==> config.mk <==
export PLATFORM = sky130hd
export DESIGN_NAME = boh_cordic
export DESIGN_NICKNAME = d
export VERILOG_FILES = /design/src/sv/bond_orientation_histogram_unit_defines.svh /design/src/sv/boh_pkg.sv /design/src/sv/boh_cordic.sv
export SDC_FILE = /design/constraint.sdc
export NUM_CORES = 1
export LEC_CHECK = 0
export ABC_CLOCK_PERIOD_IN_PS = 8650
export BUFFER_PORTS_ARGS = -buffer_cell sky130_fd_sc_hd__buf_2
export CORE_MARGIN = 2
export CORE_UTILIZATION = 65
export DETAILED_ROUTE_END_ITERATION = 16
export HOLD_SLACK_MARGIN = 0.08
export PLACE_DENSITY_LB_ADDON = 0.08
export SLEW_MARGIN = 20
export SYNTH_ARGS = -nofsm -noshare
export SYNTH_HDL_FRONTEND = slang
export SYNTH_SLANG_ARGS = --single-unit
==> constraint.sdc <==
create_clock -name i_clk -period 8.65 [get_ports i_clk]
set_input_delay 1.73 -clock i_clk [delete_from_list [all_inputs] [get_ports i_clk]]
set_output_delay 1.73 -clock i_clk [all_outputs]
set_load 0.01 [all_outputs]
==> src/sv/bond_orientation_histogram_unit_defines.svh <==
// Assertion macros for the bond orientation histogram unit
`ifndef BOND_ORIENTATION_HISTOGRAM_UNIT_DEFINES_SVH
`define BOND_ORIENTATION_HISTOGRAM_UNIT_DEFINES_SVH
`ifndef SYNTH
`define BOH_ASSERT_IMP(label, clk, rst_n, a, c) \
    label: assert property (@(posedge clk) disable iff (!rst_n) (a) |-> (c)) \
        else $error("assertion failed");
`define BOH_ASSERT_NXT(label, clk, rst_n, a, c) \
    label: assert property (@(posedge clk) disable iff (!rst_n) (a) |=> (c)) \
        else $error("assertion failed");
`else
`define BOH_ASSERT_IMP(label, clk, rst_n, a, c)
`define BOH_ASSERT_NXT(label, clk, rst_n, a, c)
`endif
`endif

==> src/sv/boh_pkg.sv <==
// Package: types, constants and tables of the bond orientation histogram unit
`default_nettype none
package boh_pkg;
    localparam int MAX_SLOTS    = 64;
    localparam int COUNT_WIDTH  = 32;
    localparam int BETA_DIM     = 2 * MAX_SLOTS;
    localparam int TABLE_SIZE   = MAX_SLOTS * BETA_DIM;
    localparam int NUM_TABLES   = 3;
    localparam int STORE_DEPTH  = NUM_TABLES * TABLE_SIZE;
    localparam int ADDR_W       = $clog2(STORE_DEPTH);
    localparam int AB_W         = $clog2(MAX_SLOTS);
    localparam int BB_W         = $clog2(BETA_DIM);
    localparam int CORDIC_STEPS = 24;
    localparam int STEP_W       = 5;
    localparam int CW           = 36;

    localparam logic [31:0] HALF_TURN    = 32'h8000_0000;
    localparam logic [31:0] QUARTER_TURN = 32'h4000_0000;

    localparam logic [0:0] OP_ACC  = 1'b0;
    localparam logic [0:0] OP_READ = 1'b1;
    localparam logic [0:0] REG_CUTOFF = 1'b0;
    localparam logic [0:0] REG_SLOTS  = 1'b1;

    typedef struct packed {
        logic [0:0]  opcode;
        logic signed [15:0] disp_x;
        logic signed [15:0] disp_y;
        logic signed [15:0] disp_z;
        logic [1:0]  first_type;
        logic [1:0]  second_type;
        logic [5:0]  read_alpha_bin;
        logic [6:0]  read_beta_bin;
        logic [1:0]  read_table;
    } t_in_item;

    typedef struct packed {
        logic [0:0] counted;
        logic [5:0] alpha_bin;
        logic [6:0] beta_bin;
        logic [31:0] bin_count;
    } t_out_item;

    // one bit wider than a displacement: a flipped -32768 becomes +32768
    typedef struct packed {
        logic              start;
        logic signed [16:0] x;
        logic signed [16:0] y;
    } t_cordic_req;

    typedef struct packed {
        logic        done;
        logic [31:0] angle;
    } t_cordic_rsp;

    function automatic logic [31:0] arctan(input logic [STEP_W-1:0] i);
        logic [31:0] r;
        case (i)
            5'd0:  r = 32'h20000000; 5'd1:  r = 32'h12E4051E;
            5'd2:  r = 32'h09FB385B; 5'd3:  r = 32'h051111D4;
            5'd4:  r = 32'h028B0D43; 5'd5:  r = 32'h0145D7E1;
            5'd6:  r = 32'h00A2F61E; 5'd7:  r = 32'h00517C55;
            5'd8:  r = 32'h0028BE53; 5'd9:  r = 32'h00145F2F;
            5'd10: r = 32'h000A2F98; 5'd11: r = 32'h000517CC;
            5'd12: r = 32'h00028BE6; 5'd13: r = 32'h000145F3;
            5'd14: r = 32'h0000A2FA; 5'd15: r = 32'h0000517D;
            5'd16: r = 32'h000028BE; 5'd17: r = 32'h0000145F;
            5'd18: r = 32'h00000A30; 5'd19: r = 32'h00000518;
            5'd20: r = 32'h0000028C; 5'd21: r = 32'h00000146;
            5'd22: r = 32'h000000A3; 5'd23: r = 32'h00000051;
            default: r = 32'h0;
        endcase
        return r;
    endfunction
endpackage
`default_nettype wire

==> src/sv/boh_cordic.sv <==
// Iterative CORDIC vectoring unit: one rotation step per cycle
`default_nettype none
module boh_cordic (
    input  wire                    i_clk,
    input  wire                    i_rst_n,
    input  boh_pkg::t_cordic_req   i_req,
    output boh_pkg::t_cordic_rsp   o_rsp
);
    import boh_pkg::*;

    typedef enum logic [1:0] {S_IDLE, S_RUN, S_DONE} t_state;

    t_state              r_state;
    logic [STEP_W-1:0]   r_step;
    logic signed [CW-1:0] r_cx, r_cy;
    logic [31:0]         r_ang;
    logic                r_ypos;
    logic signed [CW-1:0] w_sx, w_sy;
    logic [31:0]         w_d, w_fin;

    assign w_sx = r_cx >>> r_step;
    assign w_sy = r_cy >>> r_step;

    // clamp into the half circle in which the vector lies
    always_comb begin
        w_d = r_ang - (r_ypos ? 32'h0 : HALF_TURN);
        if (w_d > HALF_TURN) begin
            w_d = (w_d >= HALF_TURN + QUARTER_TURN) ? 32'h0 : HALF_TURN;
        end
        w_fin = w_d + (r_ypos ? 32'h0 : HALF_TURN);
    end

    always_ff @(posedge i_clk) begin
        if (!i_rst_n) begin
            r_state    <= S_IDLE;
            o_rsp.done <= 1'b0;
        end else begin
            o_rsp.done <= 1'b0;
            case (r_state)
                S_IDLE: begin
                    if (i_req.start) begin
                        r_ypos <= (i_req.y > 0);
                        r_step <= '0;
                        if (i_req.y == 0) begin
                            o_rsp.angle <= (i_req.x < 0) ? HALF_TURN : 32'h0;
                            o_rsp.done  <= 1'b1;
                        end else if (i_req.x == 0) begin
                            o_rsp.angle <= (i_req.y > 0) ? QUARTER_TURN
                                                         : HALF_TURN + QUARTER_TURN;
                            o_rsp.done  <= 1'b1;
                        end else if (i_req.x < 0) begin
                            r_cx  <= -{{(CW-33){i_req.x[16]}}, i_req.x, 16'h0};
                            r_cy  <= -{{(CW-33){i_req.y[16]}}, i_req.y, 16'h0};
                            r_ang <= HALF_TURN;
                            r_state <= S_RUN;
                        end else begin
                            r_cx  <= {{(CW-33){i_req.x[16]}}, i_req.x, 16'h0};
                            r_cy  <= {{(CW-33){i_req.y[16]}}, i_req.y, 16'h0};
                            r_ang <= 32'h0;
                            r_state <= S_RUN;
                        end
                    end
                end
                S_RUN: begin
                    if (r_cy > 0) begin
                        r_cx  <= r_cx + w_sy;
                        r_cy  <= r_cy - w_sx;
                        r_ang <= r_ang + arctan(r_step);
                    end else begin
                        r_cx  <= r_cx - w_sy;
                        r_cy  <= r_cy + w_sx;
                        r_ang <= r_ang - arctan(r_step);
                    end
                    r_step <= r_step + 1'b1;
                    if (r_step == STEP_W'(CORDIC_STEPS - 1)) begin
                        r_state <= S_DONE;
                    end
                end
                S_DONE: begin
                    o_rsp.angle <= w_fin;
                    o_rsp.done  <= 1'b1;
                    r_state     <= S_IDLE;
                end
                default: r_state <= S_IDLE;
            endcase
        end
    end
endmodule
`default_nettype wire

==> PnR_summary.wiki <==
{| class="wikitable"
! Metric !! Value
|-
| Outcome || complete, no violations
|-
| Final-report max-slew violation count || 0
|-
| Mean area per synthesized cell || 8.75 sq um
|-
| Critical path launch point type || flip-flop
|-
| # setup viols final || 0
|-
| Die Height || 179 microns
|-
| Core area || 30,400 sq um
|-
| # clock sinks || 175
|-
| Final-layout setup total negative slack || 0 ps
|-
| Leakage component of the power || 8.37 nW
|-
| Main area contributors after synthesis || sky130_fd_sc_hd__edfxtp_1 21%, sky130_fd_sc_hd__mux4_2 8.6%, sky130_fd_sc_hd__ha_1 7.3%
|-
| Number of buffers inserted by hold repair at cts || 0
|-
| Rel. slew slack || 0.210
|-
| Maximum number of pins on one net before global-route repair || 83
|-
| ANT cells || 0
|-
| Total of fill cells in the finished design || 2,402
|-
| Final antenna-violating net count || 0
|-
| Cell accounting for the most synthesized area || sky130_fd_sc_hd__edfxtp_1
|-
| Post-Syn Instances || 2,288
|-
| Largest fanout on the critical path || 20
|-
| TritonCTS clock tree || done
|-
| Path category of the worst min-delay check || reg -> reg
|-
| H-tree levels || 4
|-
| Worst Setup Path Type || reg -> reg
|-
| DR pass1 iterations || 6
|-
| Global placer's final weighted congestion || 1.03
|-
| Number of vias after detailed routing || 19,400
|-
| Setup skew after layout || 16.9 ps
|-
| Area taken by flip-flops and latches || 4920 sq um
|-
| Clock Latency Late Sink || 480 ps
|-
| Synthesized flop and latch total || 175
|-
| Final period util || 0.851
|-
| Post-CTS setup repair buffer count || 0
|-
| Hold Fails Final Rpt || 0
|-
| Master cell of the clock root buffer || sky130_fd_sc_hd__clkbuf_16
|-
| Period minus WS final || 7360 ps
|-
| Number of design-rule violations left by the first detailed-router iteration || 2,728
|-
| Max-capacitance violation count || 0
|-
| Clock transition time at the flip-flop clock pins of the worst setup and hold paths || 70 ps
|-
| WL per Instance || 25.0 microns
|-
| Port Buffer Count || 69
|-
| Residual DRC || 0
|-
| Growth of design area from synthesis to finish || 5.86%
|-
| Total Die Area || 32,200 sq um
|-
| # resized after CTS || 0
|-
| Total CTS buffers || 17
|-
| Peak ir drop on the vdd network || 0.000156 V
|-
| Sequential cell area fraction in the yosys report || 0.246
|-
| Fraction of layout instances using a drive strength above 1 || 0.131
|-
| Via count normalized by instance count || 7.21
|-
| Setup repair after global routing missed its margin || no
|-
| Number of antenna violations at the first check in global routing || 1
|-
| Vias in the first global route || 18,200
|-
| Power density cells || 226 nW/um^2
|-
| Global-route wire length before repair || 104,000 microns
|-
| Detailed-placement wirelength estimate || 51,200 microns
|-
| Cell row count || 64
|-
| Final non-filler cell area || 21,200 sq um
|-
| Synth warnings || 0
|-
| Total global routing track utilization || 0.411
|-
| Post-layout net count || 2,443
|-
| Net count after synthesis || 2,445
|-
| Required arrival time at the worst endpoint || 8860 ps
|-
| Multi-input logic area || 14,300 sq um
|-
| Slew @ Worst Pin || 1180 ps
|-
| Timing-limited maximum frequency || 0.136 GHz
|-
| Number of synthesized flops with an enable pin || 142
|-
| Effective utilization at floorplan || 0.658
|-
| Crit path capture type || flip-flop
|-
| Main flop type after synthesis || sky130_fd_sc_hd__edfxtp_1
|-
| Max Buffers Root-to-Sink || 2
|-
| Netlist area before placement || 20,000 sq um
|-
| Total wire length || 67,400 microns
|-
| Placed cell areas || 20,600 sq um
|-
| Chip width || 179 microns
|-
| Proportion of register bits with asynchronous set or reset after synthesis || 0
|-
| Arrival time worst endpoint || 7570 ps
|-
| Fraction of post-synthesis cell area in the top cell type by area || 0.213
|-
| Top-level port count || 70
|-
| Grt total ovfl || 0
|-
| Library cells used by synthesis || 99
|}
## placed cells by master (no fill, tap or decap), types with 8 or more instances in the layout
cell and n:
sky130_fd_sc_hd__nand3_1 35, sky130_fd_sc_hd__and2_1 48, sky130_fd_sc_hd__inv_1 51, sky130_fd_sc_hd__o211ai_1 17, sky130_fd_sc_hd__mux4_2 76, sky130_fd_sc_hd__o21a_1 30
sky130_fd_sc_hd__or2_2 13, sky130_fd_sc_hd__a31oi_1 38, sky130_fd_sc_hd__nand4_1 14, sky130_fd_sc_hd__o31ai_1 28, sky130_fd_sc_hd__or3_1 23, sky130_fd_sc_hd__mux2_2 29
sky130_fd_sc_hd__mux2i_1 69, sky130_fd_sc_hd__o21ai_0 138, sky130_fd_sc_hd__a22oi_1 9, sky130_fd_sc_hd__edfxtp_1 142, sky130_fd_sc_hd__and3_1 20, sky130_fd_sc_hd__buf_2 69
sky130_fd_sc_hd__xor2_1 88, sky130_fd_sc_hd__dfxtp_1 33, sky130_fd_sc_hd__xnor2_1 105, sky130_fd_sc_hd__clkbuf_16 17, sky130_fd_sc_hd__nor4_1 28, sky130_fd_sc_hd__buf_4 35
sky130_fd_sc_hd__o21bai_1 9, sky130_fd_sc_hd__a211oi_1 23, sky130_fd_sc_hd__nand2b_1 31, sky130_fd_sc_hd__nor2_1 225, sky130_fd_sc_hd__a211o_1 10, sky130_fd_sc_hd__o22ai_1 23
sky130_fd_sc_hd__a21o_1 57, sky130_fd_sc_hd__nor2b_1 20, sky130_fd_sc_hd__a21oi_1 179, sky130_fd_sc_hd__nor3_1 50, sky130_fd_sc_hd__o21ai_1 8, sky130_fd_sc_hd__ha_1 117
sky130_fd_sc_hd__a31o_2 11, sky130_fd_sc_hd__nand2_1 201
## area by class of cell
type                    instances  share of cell area
repair buffers                108              0.0324
multi-input cells            1932               0.675
well taps                     396              0.0234
inverters                      52             0.00921
clock inverters                14             0.00679
clock buffers                  18              0.0203
flip-flops and latches        175               0.232
## stage by stage
stage	utilization	setup WS [ps]	power [mW]	hold WS [ps]	cells
final	0.696	1290	4.79	603	2695
after global routing	0.696	841	5.06	641	2695
after CTS	0.695	1440	4.68	609	2694
after detailed placement	0.676	1490	3.90	592	2662
after global placement	0.676	1850	3.81	581	2662
after floorplan	-	1020	3.23	537	2288
## Yosys cell counts (48+ instances only)
cell type,n
sky130_fd_sc_hd__nor3_1,52
sky130_fd_sc_hd__nand2_1,202
sky130_fd_sc_hd__o21ai_0,139
sky130_fd_sc_hd__mux2i_1,69
sky130_fd_sc_hd__ha_1,117
sky130_fd_sc_hd__edfxtp_1,142
sky130_fd_sc_hd__clkbuf_1,73
sky130_fd_sc_hd__nor2_1,226
sky130_fd_sc_hd__and2_1,48
sky130_fd_sc_hd__mux4_2,76
sky130_fd_sc_hd__inv_1,51
sky130_fd_sc_hd__xnor2_1,105
sky130_fd_sc_hd__a21oi_1,180
sky130_fd_sc_hd__xor2_1,88
sky130_fd_sc_hd__a21o_1,57
## worst paths after layout
kind         startpoint  endpoint  slack, ps  depth (start not counted)
max           r_step[0]  r_cy[35]       1290                         21
min            r_ang[2]  o_rsp[2]        600                          1
max reg2reg   r_step[0]  r_cy[35]       1290                         21
min reg2reg    r_ang[2]  o_rsp[2]        600                          1
## logic make-up after synthesis
kind of cell,count (synthesis),share of synthesized area
XOR/XNOR,193,0.0845
AO/OA/AOI/OAI,675,0.219
multiplexers,182,0.146
adder cells (fa/ha/maj),120,0.0762
flip-flops,175,0.246
buffers and inverters,181,0.0411
AND/OR/NAND/NOR,762,0.186
## worst max-delay path, stage by stage, from the launching register on
cell and delay (ps):
sky130_fd_sc_hd__edfxtp_1 940, sky130_fd_sc_hd__buf_4 440, sky130_fd_sc_hd__mux4_2 590, sky130_fd_sc_hd__a221oi_1 430, sky130_fd_sc_hd__nand2_1 90, sky130_fd_sc_hd__o21ai_0 130
sky130_fd_sc_hd__ha_1 240, sky130_fd_sc_hd__nor2b_1 270, sky130_fd_sc_hd__nor4b_1 540, sky130_fd_sc_hd__nand4_2 400, sky130_fd_sc_hd__o21ai_0 350, sky130_fd_sc_hd__xnor2_1 210
sky130_fd_sc_hd__ha_1 330, sky130_fd_sc_hd__a21oi_1 350, sky130_fd_sc_hd__o211ai_1 150, sky130_fd_sc_hd__a31o_2 270, sky130_fd_sc_hd__o31ai_1 560, sky130_fd_sc_hd__o31a_1 230
sky130_fd_sc_hd__a21oi_1 110, sky130_fd_sc_hd__a31oi_1 250, sky130_fd_sc_hd__a211o_1 130, sky130_fd_sc_hd__nand3_1 70
## routing by layer
layer | vias up | part of all wire | GRT usage
met4 | 4 | 0.027 | 0.119
met5 | - | 0.00039 | 0
met2 | 1381 | 0.42 | 0.589
li1 | 8643 | - | -
met3 | 176 | 0.15 | 0.132
met1 | 9232 | 0.41 | 0.595
## power by group
part	switching, mW	internal, mW	total (mW)	leakage (nW)
registers	0.193	1.06	1.25	1.64
logic	1.63	1.13	2.76	6.45
clock network	0.396	0.384	0.781	0.277
Note: power is estimated with default switching activity, not from simulation.
